`config.mk`:
```
export PLATFORM = sky130hd
export DESIGN_NAME = rational_arith_unit
export DESIGN_NICKNAME = d
export VERILOG_FILES = /design/src/rtl/rau_pkg.sv /design/src/rtl/rau_mul.sv /design/src/rtl/rau_reduce.sv /design/src/rtl/rational_arith_unit.sv
export SDC_FILE = /design/constraint.sdc
export NUM_CORES = 2
export LEC_CHECK = 0
export BUFFER_PORTS_ARGS = -buffer_cell sky130_fd_sc_hd__buf_2
export CAP_MARGIN = 20
export CORE_MARGIN = 2
export CORE_UTILIZATION = 69
export CTS_CLUSTER_SIZE = 28
export DETAILED_ROUTE_END_ITERATION = 6
export GPL_ROUTABILITY_DRIVEN = 0
export GPL_TIMING_DRIVEN = 0
export PLACE_DENSITY = 0.87
export SETUP_SLACK_MARGIN = 0.4
export SLEW_MARGIN = 20
export SYNTH_ARGS = -nofsm -noshare
export SYNTH_HDL_FRONTEND = slang
export SYNTH_SLANG_ARGS = --single-unit
```
`constraint.sdc`:
```
create_clock -name clk_i -period 24.8 [get_ports clk_i]
set_input_delay 2.48 -clock clk_i [delete_from_list [all_inputs] [get_ports clk_i]]
set_output_delay 2.48 -clock clk_i [all_outputs]
set_load 0.02 [all_outputs]
```
`src/rtl/rau_pkg.sv`:
```
package rau_pkg;

  // term widths of the input fractions
  localparam int TermW   = 16;
  localparam int DenW    = TermW - 1;
  // multiplier operands carry one extra bit so denominators stay positive
  localparam int OpW     = TermW + 1;
  localparam int ProdW   = 2 * OpW;
  // result field widths
  localparam int ResNumW = 32;
  localparam int ResDenW = 30;
  // magnitude width used by the gcd and divide engine
  localparam int MagW    = 32;
  localparam int ShW     = $clog2(MagW);
  localparam int CmdW    = 3;

  typedef enum logic [CmdW-1:0] {
    CMD_ADD = 3'd0,
    CMD_SUB = 3'd1,
    CMD_MUL = 3'd2,
    CMD_DIV = 3'd3,
    CMD_CMP = 3'd4,
    CMD_RCP = 3'd5,
    CMD_RED = 3'd6
  } cmd_e;

  // request into the reduce engine
  typedef struct packed {
    logic            start;
    logic [MagW-1:0] num_mag;
    logic [MagW-1:0] den_mag;
  } red_req_t;

  // response from the reduce engine
  typedef struct packed {
    logic            done;
    logic [MagW-1:0] num_quo;
    logic [MagW-1:0] den_quo;
  } red_rsp_t;

endpackage

```
`src/rtl/rau_mul.sv`:
```
module rau_mul (
  input  logic                                clk_i,
  input  logic signed [rau_pkg::OpW-1:0]      op_a_i,
  input  logic signed [rau_pkg::OpW-1:0]      op_b_i,
  output logic signed [rau_pkg::ProdW-1:0]    prod_o
);

  logic signed [rau_pkg::ProdW-1:0] prod_q;

  // one signed product per cycle, registered
  always_ff @(posedge clk_i) begin
    prod_q <= op_a_i * op_b_i;
  end

  assign prod_o = prod_q;

endmodule

```
`src/rtl/rau_reduce.sv`:
```
module rau_reduce (
  input  logic              clk_i,
  input  logic              rst_ni,
  input  rau_pkg::red_req_t req_i,
  output rau_pkg::red_rsp_t rsp_o
);

  typedef enum logic [3:0] {
    R_IDLE = 4'b0001,
    R_GCD  = 4'b0010,
    R_DIVN = 4'b0100,
    R_DIVD = 4'b1000
  } rstate_e;

  rstate_e                     state_q;
  logic [rau_pkg::MagW-1:0]    u_q, v_q, n0_q, d0_q, g_q;
  logic [rau_pkg::MagW-1:0]    dvd_q, rem_q, nquo_q;
  logic [rau_pkg::ShW-1:0]     k_q, cnt_q;
  logic                        done_q;

  // shared subtract unit: gcd compare/subtract or restoring divide step
  logic [rau_pkg::MagW:0]      sub_a, sub_b, sub_d;
  logic                        borrow;
  logic                        dividing;
  logic                        last_step;
  logic [rau_pkg::MagW-1:0]    rem_nxt, dvd_nxt;

  assign dividing  = (state_q == R_DIVN) || (state_q == R_DIVD);
  assign last_step = (cnt_q == rau_pkg::ShW'(rau_pkg::MagW - 1));

  always_comb begin
    if (dividing) begin
      sub_a = {rem_q, dvd_q[rau_pkg::MagW-1]};
      sub_b = {1'b0, g_q};
    end else begin
      sub_a = {1'b0, u_q};
      sub_b = {1'b0, v_q};
    end
  end

  assign sub_d   = sub_a - sub_b;
  assign borrow  = sub_d[rau_pkg::MagW];
  assign rem_nxt = borrow ? sub_a[rau_pkg::MagW-1:0] : sub_d[rau_pkg::MagW-1:0];
  assign dvd_nxt = {dvd_q[rau_pkg::MagW-2:0], ~borrow};

  always_ff @(posedge clk_i or negedge rst_ni) begin
    if (!rst_ni) begin
      state_q <= R_IDLE;
      done_q  <= 1'b0;
    end else begin
      done_q <= 1'b0;
      unique case (state_q)
        R_IDLE: begin
          if (req_i.start) begin
            state_q <= R_GCD;
          end
        end
        R_GCD: begin
          if (u_q == '0) begin
            state_q <= R_DIVN;
          end
        end
        R_DIVN: begin
          if (last_step) begin
            state_q <= R_DIVD;
          end
        end
        R_DIVD: begin
          if (last_step) begin
            state_q <= R_IDLE;
            done_q  <= 1'b1;
          end
        end
        default: state_q <= R_IDLE;
      endcase
    end
  end

  // datapath, no reset needed
  always_ff @(posedge clk_i) begin
    unique case (state_q)
      R_IDLE: begin
        if (req_i.start) begin
          u_q  <= req_i.num_mag;
          v_q  <= req_i.den_mag;
          n0_q <= req_i.num_mag;
          d0_q <= req_i.den_mag;
          k_q  <= '0;
        end
      end
      R_GCD: begin
        // binary gcd, one shift, swap or subtract per cycle
        priority if (u_q == '0) begin
          g_q   <= v_q << k_q;
          dvd_q <= n0_q;
          rem_q <= '0;
          cnt_q <= '0;
        end else if (!u_q[0] && !v_q[0]) begin
          u_q <= u_q >> 1;
          v_q <= v_q >> 1;
          k_q <= k_q + 1'b1;
        end else if (!u_q[0]) begin
          u_q <= u_q >> 1;
        end else if (!v_q[0]) begin
          v_q <= v_q >> 1;
        end else if (borrow) begin
          u_q <= v_q;
          v_q <= u_q;
        end else begin
          u_q <= sub_d[rau_pkg::MagW-1:0];
        end
      end
      R_DIVN: begin
        if (last_step) begin
          nquo_q <= dvd_nxt;
          dvd_q  <= d0_q;
          rem_q  <= '0;
          cnt_q  <= '0;
        end else begin
          dvd_q <= dvd_nxt;
          rem_q <= rem_nxt;
          cnt_q <= cnt_q + 1'b1;
        end
      end
      R_DIVD: begin
        dvd_q <= dvd_nxt;
        rem_q <= rem_nxt;
        cnt_q <= cnt_q + 1'b1;
      end
      default: ;
    endcase
  end

  assign rsp_o.done    = done_q;
  assign rsp_o.num_quo = nquo_q;
  assign rsp_o.den_quo = dvd_q;

endmodule

```
`src/rtl/rational_arith_unit.sv`:
```
// a zero result or a zero denominator skips the reduce engine; every other result
//   passes through the gcd phase and both divides
// throughput: one transaction at a time; the next input is taken once the
//   previous result has left the core (it may still wait in the output register)
// the time is set by the binary gcd loop and two 32-step restoring divides
//   sharing one subtractor; rst_ni is asynchronous active low, clears control only
module rational_arith_unit (
  input  logic        clk_i,
  input  logic        rst_ni,
  // input stream
  input  logic        s_axis_tvalid,
  output logic        s_axis_tready,
  // a_num[15:0], a_den[30:16], b_num[46:31], b_den[61:47], zero pad [63:62]
  input  logic [63:0] s_axis_tdata,
  // cmd[2:0]
  input  logic [2:0]  s_axis_tuser,
  // result stream
  output logic        m_axis_tvalid,
  input  logic        m_axis_tready,
  // res_num[31:0], res_den[61:32], less[62], equal[63], greater[64], zero pad [71:65]
  output logic [71:0] m_axis_tdata,
  // status[0]
  output logic [0:0]  m_axis_tuser
);

  localparam int TermW   = rau_pkg::TermW;
  localparam int DenW    = rau_pkg::DenW;
  localparam int MagW    = rau_pkg::MagW;
  localparam int ResNumW = rau_pkg::ResNumW;
  localparam int ResDenW = rau_pkg::ResDenW;
  // input field offsets inside tdata
  localparam int AnLo    = 0;
  localparam int AdLo    = AnLo + TermW;
  localparam int BnLo    = AdLo + DenW;
  localparam int BdLo    = BnLo + TermW;
  localparam int OutPadW = 72 - (ResNumW + ResDenW + 3);

  // core sequencer, one-hot
  typedef enum logic [5:0] {
    ST_IDLE = 6'b000001,
    ST_MUL  = 6'b000010,
    ST_FORM = 6'b000100,
    ST_FIX  = 6'b001000,
    ST_RED  = 6'b010000,
    ST_DONE = 6'b100000
  } state_e;

  state_e                       state_q;
  logic [2:0]                   mcnt_q;
  rau_pkg::cmd_e                cmd_q;
  logic signed [TermW-1:0]      an_q, bn_q;
  logic [DenW-1:0]              ad_q, bd_q;

  // cross products and raw fraction
  logic signed [MagW-1:0]       lhs_q, rhs_q, nn_q, dd_q;
  logic signed [MagW-1:0]       num_q, den_q;
  logic                         less_q, equal_q, greater_q, neg_q;

  // core result
  logic [ResNumW-1:0]           rnum_q;
  logic [ResDenW-1:0]           rden_q;
  logic                         stat_q;

  // output register
  logic                         ov_q;
  logic [ResNumW-1:0]           onum_q;
  logic [ResDenW-1:0]           oden_q;
  logic                         olt_q, oeq_q, ogt_q, ost_q;

  logic                         in_fire, out_load;

  assign s_axis_tready = (state_q == ST_IDLE);
  assign in_fire       = s_axis_tvalid && s_axis_tready;
  // result leaves the core when the output register is empty or being drained
  assign out_load      = (state_q == ST_DONE) && (!ov_q || m_axis_tready);

  // ---------------------------------------------------------------------------
  // shared multiplier: an*bd, bn*ad, an*bn, ad*bd on successive cycles
  // ---------------------------------------------------------------------------
  logic signed [rau_pkg::OpW-1:0]   mop_a, mop_b;
  logic signed [rau_pkg::ProdW-1:0] prod;
  logic signed [MagW-1:0]           prod_w;

  always_comb begin
    unique case (mcnt_q)
      3'd0: begin
        mop_a = {an_q[TermW-1], an_q};
        mop_b = {2'b00, bd_q};
      end
      3'd1: begin
        mop_a = {bn_q[TermW-1], bn_q};
        mop_b = {2'b00, ad_q};
      end
      3'd2: begin
        mop_a = {an_q[TermW-1], an_q};
        mop_b = {bn_q[TermW-1], bn_q};
      end
      default: begin
        mop_a = {2'b00, ad_q};
        mop_b = {2'b00, bd_q};
      end
    endcase
  end

  rau_mul u_mul (
    .clk_i  (clk_i),
    .op_a_i (mop_a),
    .op_b_i (mop_b),
    .prod_o (prod)
  );

  // every product fits in 32 signed bits
  assign prod_w = prod[MagW-1:0];

  // ---------------------------------------------------------------------------
  // raw fraction per command
  // ---------------------------------------------------------------------------
  logic signed [MagW-1:0] num_d, den_d;

  always_comb begin
    unique case (cmd_q)
      rau_pkg::CMD_ADD: begin
        num_d = lhs_q + rhs_q;
        den_d = dd_q;
      end
      rau_pkg::CMD_SUB: begin
        num_d = lhs_q - rhs_q;
        den_d = dd_q;
      end
      rau_pkg::CMD_MUL: begin
        num_d = nn_q;
        den_d = dd_q;
      end
      rau_pkg::CMD_DIV: begin
        num_d = lhs_q;
        den_d = rhs_q;
      end
      rau_pkg::CMD_RCP: begin
        num_d = {{(MagW-DenW){1'b0}}, ad_q};
        den_d = {{(MagW-TermW){an_q[TermW-1]}}, an_q};
      end
      rau_pkg::CMD_RED: begin
        num_d = {{(MagW-TermW){an_q[TermW-1]}}, an_q};
        den_d = {{(MagW-DenW){1'b0}}, ad_q};
      end
      // compare and the unused code give 0/1
      default: begin
        num_d = '0;
        den_d = MagW'(1);
      end
    endcase
  end

  // ---------------------------------------------------------------------------
  // sign fix and reduce request: magnitudes do not depend on the sign fix
  // ---------------------------------------------------------------------------
  rau_pkg::red_req_t red_req;
  rau_pkg::red_rsp_t red_rsp;
  logic              den_zero, num_zero;

  assign den_zero        = (den_q == '0);
  assign num_zero        = (num_q == '0);
  assign red_req.start   = (state_q == ST_FIX) && !den_zero && !num_zero;
  assign red_req.num_mag = num_q[MagW-1] ? (MagW'(0) - num_q) : num_q;
  assign red_req.den_mag = den_q[MagW-1] ? (MagW'(0) - den_q) : den_q;

  rau_reduce u_reduce (
    .clk_i  (clk_i),
    .rst_ni (rst_ni),
    .req_i  (red_req),
    .rsp_o  (red_rsp)
  );

  // ---------------------------------------------------------------------------
  // sequencer
  // ---------------------------------------------------------------------------
  always_ff @(posedge clk_i or negedge rst_ni) begin
    if (!rst_ni) begin
      state_q <= ST_IDLE;
      mcnt_q  <= '0;
    end else begin
      unique case (state_q)
        ST_IDLE: begin
          mcnt_q <= '0;
          if (in_fire) begin
            state_q <= ST_MUL;
          end
        end
        ST_MUL: begin
          mcnt_q <= mcnt_q + 1'b1;
          if (mcnt_q == 3'd4) begin
            state_q <= ST_FORM;
          end
        end
        ST_FORM: state_q <= ST_FIX;
        ST_FIX: begin
          // zero denominator or zero numerator finish right away
          state_q <= red_req.start ? ST_RED : ST_DONE;
        end
        ST_RED: begin
          if (red_rsp.done) begin
            state_q <= ST_DONE;
          end
        end
        ST_DONE: begin
          if (out_load) begin
            state_q <= ST_IDLE;
          end
        end
        default: state_q <= ST_IDLE;
      endcase
    end
  end

  // core datapath
  always_ff @(posedge clk_i) begin
    if (in_fire) begin
      cmd_q <= rau_pkg::cmd_e'(s_axis_tuser);
      an_q  <= s_axis_tdata[AnLo +: TermW];
      ad_q  <= s_axis_tdata[AdLo +: DenW];
      bn_q  <= s_axis_tdata[BnLo +: TermW];
      bd_q  <= s_axis_tdata[BdLo +: DenW];
    end
    if (state_q == ST_MUL) begin
      unique case (mcnt_q)
        3'd1:    lhs_q <= prod_w;
        3'd2:    rhs_q <= prod_w;
        3'd3:    nn_q  <= prod_w;
        3'd4:    dd_q  <= prod_w;
        default: ;
      endcase
    end
    if (state_q == ST_FORM) begin
      num_q     <= num_d;
      den_q     <= den_d;
      // flags come from cross multiplication for every command
      less_q    <= (lhs_q < rhs_q);
      equal_q   <= (lhs_q == rhs_q);
      greater_q <= (lhs_q > rhs_q);
    end
    if (state_q == ST_FIX) begin
      neg_q  <= num_q[MagW-1] ^ den_q[MagW-1];
      stat_q <= den_zero;
      rnum_q <= '0;
      rden_q <= ResDenW'(1);
    end
    if ((state_q == ST_RED) && red_rsp.done) begin
      rnum_q <= neg_q ? ResNumW'(MagW'(0) - red_rsp.num_quo)
                      : ResNumW'(red_rsp.num_quo);
      rden_q <= red_rsp.den_quo[ResDenW-1:0];
    end
  end

  // ---------------------------------------------------------------------------
  // output register
  // ---------------------------------------------------------------------------
  always_ff @(posedge clk_i or negedge rst_ni) begin
    if (!rst_ni) begin
      ov_q <= 1'b0;
    end else if (out_load) begin
      ov_q <= 1'b1;
    end else if (m_axis_tready) begin
      ov_q <= 1'b0;
    end
  end

  always_ff @(posedge clk_i) begin
    if (out_load) begin
      onum_q <= rnum_q;
      oden_q <= rden_q;
      olt_q  <= less_q;
      oeq_q  <= equal_q;
      ogt_q  <= greater_q;
      ost_q  <= stat_q;
    end
  end

  assign m_axis_tvalid = ov_q;
  assign m_axis_tdata  = {{OutPadW{1'b0}}, ogt_q, oeq_q, olt_q, oden_q, onum_q};
  assign m_axis_tuser  = ost_q;

`ifndef ASSERT_OFF
  // an error result is always 0/1
  a_err_zero: assert property (@(posedge clk_i) disable iff (!rst_ni)
    (ov_q && ost_q) |-> (onum_q == '0) && (oden_q == ResDenW'(1)))
    else $error("error transaction without 0/1 result");

  // delivered denominator never zero
  a_den_nz: assert property (@(posedge clk_i) disable iff (!rst_ni)
    ov_q |-> (oden_q != '0))
    else $error("zero result denominator");

  // exactly one comparison flag
  a_flags: assert property (@(posedge clk_i) disable iff (!rst_ni)
    ov_q |-> $onehot({olt_q, oeq_q, ogt_q}))
    else $error("comparison flags not one-hot");

  // reduce engine answers only while the sequencer waits for it
  a_red_done: assert property (@(posedge clk_i) disable iff (!rst_ni)
    red_rsp.done |-> (state_q == ST_RED))
    else $error("reduce done outside wait state");

  // a reduce request leads into the wait state
  a_red_start: assert property (@(posedge clk_i) disable iff (!rst_ni)
    red_req.start |=> (state_q == ST_RED))
    else $error("reduce start not followed by wait state");
`endif

endmodule

```
==> out/metrics.csv <==
stage;metric;value;unit
clock_tree;Max clock buf depth;3;
global_routing;initial antenna violation count;6;
placed_design;post-DP HPWL;99.4;mm
clock_tree;cts hold-fix bufs;0;
clock_tree;number of post-CTS setup repair buffers;0;
synth;cell taking the most area after synthesis;edfxtp_1;
critical_path;Crit-path slowest cell;a21oi_1;
clock_tree;TritonCTS Buffers;71;
global_routing;number of global-route vias before repair;35852;
critical_path;R2R cell count;30;
clock_tree;CTS-repair resized insts;0;
critical_path;Worst Setup EP;u_mul.prod_o[30];
detailed_routing;First DRT Iteration DRCs;6046;
critical_path;reg-to-reg slack, setup;14.61;ns
critical_path;Critical Path RT;25.32;ns
global_routing;pin count of the biggest net entering global routing;65;
final_layout;most common cell after layout, fill and taps aside;edfxtp_1;
synth;number of synthesized flops with an enable pin;656;
synth;Yosys Warn Count;0;
timing;Final Hold Viols;0;
placed_design;Place WS;15.02;ns
clock_tree;Sink Count;703;
final_layout;post-layout util;77.6;%
global_routing;first-pass GRT wire length;204;mm
timing;Max Clock Freq;98.2;MHz
timing;Slew @ Worst Pin;1.19;ns
timing;Fin Setup TNS;0;ns
detailed_routing;DR DRC count;481;
critical_path;Setup CP Type;register to register;
timing;Clock Skews;0.0682;ns
critical_path;CP most frequent cell;fa_1;
timing;fin crit period;10.19;ns
flow_run;total of max-cap violations;0;
die;die width;260;um
synth;Post-synth ARST share;2.13;%
detailed_routing;WL per Instance;25.7;um
detailed_routing;vias per cell;6.80;
detailed_routing;Detailed Routing Iterations Pass 1;7;
final_layout;commonest cells after routing, fill and taps aside;edfxtp_1 (656), nand2_1 (434), inv_1 (403);
die;CORE AREA;64600;um2
detailed_routing;post-route ant nets;0;
synth;syn_area_per_cell;11.0;um2
detailed_routing;Via Count;35915;
clock_tree;clk_lat worst skew;0.66;ns
final_layout;area grow syn2layout;11.1;%
hold_path;hold depth;0;
final_layout;layout cell share with drive strength beyond 1;9.26;%
critical_path;RR Endpoint;u_mul.prod_o[30];
timing;RSZ-0062 raised after global routing;no;
synth;top post-synthesis cells by area;edfxtp_1 (44%), fa_1 (12%), ha_1 (5.2%);
timing;final-report max-slew violation count;0;
timing;Final period util;41.1;%
die;num rows;93;
status;failing checks;DRC;
critical_path;Worst setup startpoint;mcnt_q[0];
final_layout;net total in the final layout;4897;
final_layout;Layout fillers;3640;
synth;top_reg_cell synth;edfxtp_1;
critical_path;critical path data arrival time;10.71;ns
synth;Seq/Total Area, Yosys;46.0;%
critical_path;CP endpoint kind;register;
hold_path;hold crit path type;register to register;
clock_tree;H-tree levels;3;
timing;post-route setup slack;14.61;ns
hold_path;hold_sp;rden_q[6];
synth;Mapped Cells;4104;
die;initial core utilization;69.8;%
status;outcome;complete, but fails checks;
critical_path;worst-path maximum fanout;10;
global_routing;GRT Residual Overflow;0;
critical_path;startpoint types;register;
timing;endpoints failing setup;0;
clock_tree;Reg clk slew, reported paths;0.06;ns
die;I/O pins;146;
detailed_routing;final wirelength;135;mm
die;DIE HEIGHT;260;um
placed_design;# port buffers;136;
timing;Relative slew margins;20.5;%
critical_path;Worst path max stage delay;0.99;ns
synth;Post-Syn Area;45100;um2
clock_tree;Clock Root Buffer;clkbuf_16;
global_routing;GRT Util Overall;40.5;%
synth;Seq cells post-synth;703;
critical_path;start of the worst register-to-register path;mcnt_q[0];
synth;area share of the largest cell type after synthesis;43.7;%
clock_tree;CTS tree;built;
synth;Cell variety after synth;91;
die;die area;67400;um2
-- Yosys cell counts (62+ instances only) --
cell	number
nand3_1	69
mux2i_1	102
edfxtp_1	656
a21oi_1	216
ha_1	188
fa_1	278
inv_1	403
o21ai_0	140
xnor2_1	121
xor2_1	62
clkbuf_1	160
nor2_1	369
nand2_1	435
-- critical path, delay by kind of cell, from the launching register on --
kind / cells / cell delay, ns
AND/OR/NAND/NOR: 6 / 1.25
AO/OA/AOI/OAI: 7 / 3.01
XOR/XNOR: 1 / 0.15
buffers and inverters: 8 / 1.62
flip-flops: 1 / 0.45
adder cells (fa/ha/maj): 8 / 3.60
-- layer usage --
metal  up-vias  share of wire [%]  track usage [%]
li1      15061                  -                -
met1     16911                 32             47.0
met2      3047                 45             63.9
met4         8                9.2             29.1
met3       888                 14             12.7
met5         -               0.15             1.64
-- worst min path at each step --
stage,end,slack (ns)
after global routing,oden_q[6],0.41
after global placement,oden_q[14],0.40
final,oden_q[6],0.41
after floorplan,m_axis_tuser,0.40
after CTS,oden_q[6],0.41
after detailed placement,oden_q[13],0.40
-- cell type report --
type                       instances  area [um2]  area share (%)
sequential                       703       20700            41.4
tap                              855        1070            2.14
timing repair buffer             177        1180            2.36
inverter                         406        1520            3.04
clock inverter                    39         622            1.24
buffer                           213         862            1.72
clock buffer                      93        1950            3.89
antenna                            4        10.0          0.0200
multi-input combinational       2788       22200            44.2
-- logic make-up (layout without fill, tap and decap cells) --
logic type	count (synthesis)	after routing	synth area share [%]
and+or+nand+nor	1184	1184	11.9
AOI/OAI and AO/OA	828	828	12.7
DFF	703	703	46.0
buffers and inverters	619	928	5.29
adders and majority gates	466	466	17.6
xor gates and xnor gates	183	183	3.56
muxes	120	120	2.99
other	1	11	0.00832
-- through the flow --
step | area, um2 | hold WS, ns | cells
2_1_floorplan | 45100 | 0.400 | 4110
3_3_place_gp | 46900 | 0.402 | 5101
3_5_place_dp | 47500 | 0.405 | 5140
4_1_cts | 50100 | 0.407 | 5272
5_1_grt | 50100 | 0.408 | 5275
6_report | 50100 | 0.409 | 5278
Power is left out: the tool's default activity adds up to more than one toggle a clock period on the data nets, which glitch-free logic cannot reach.
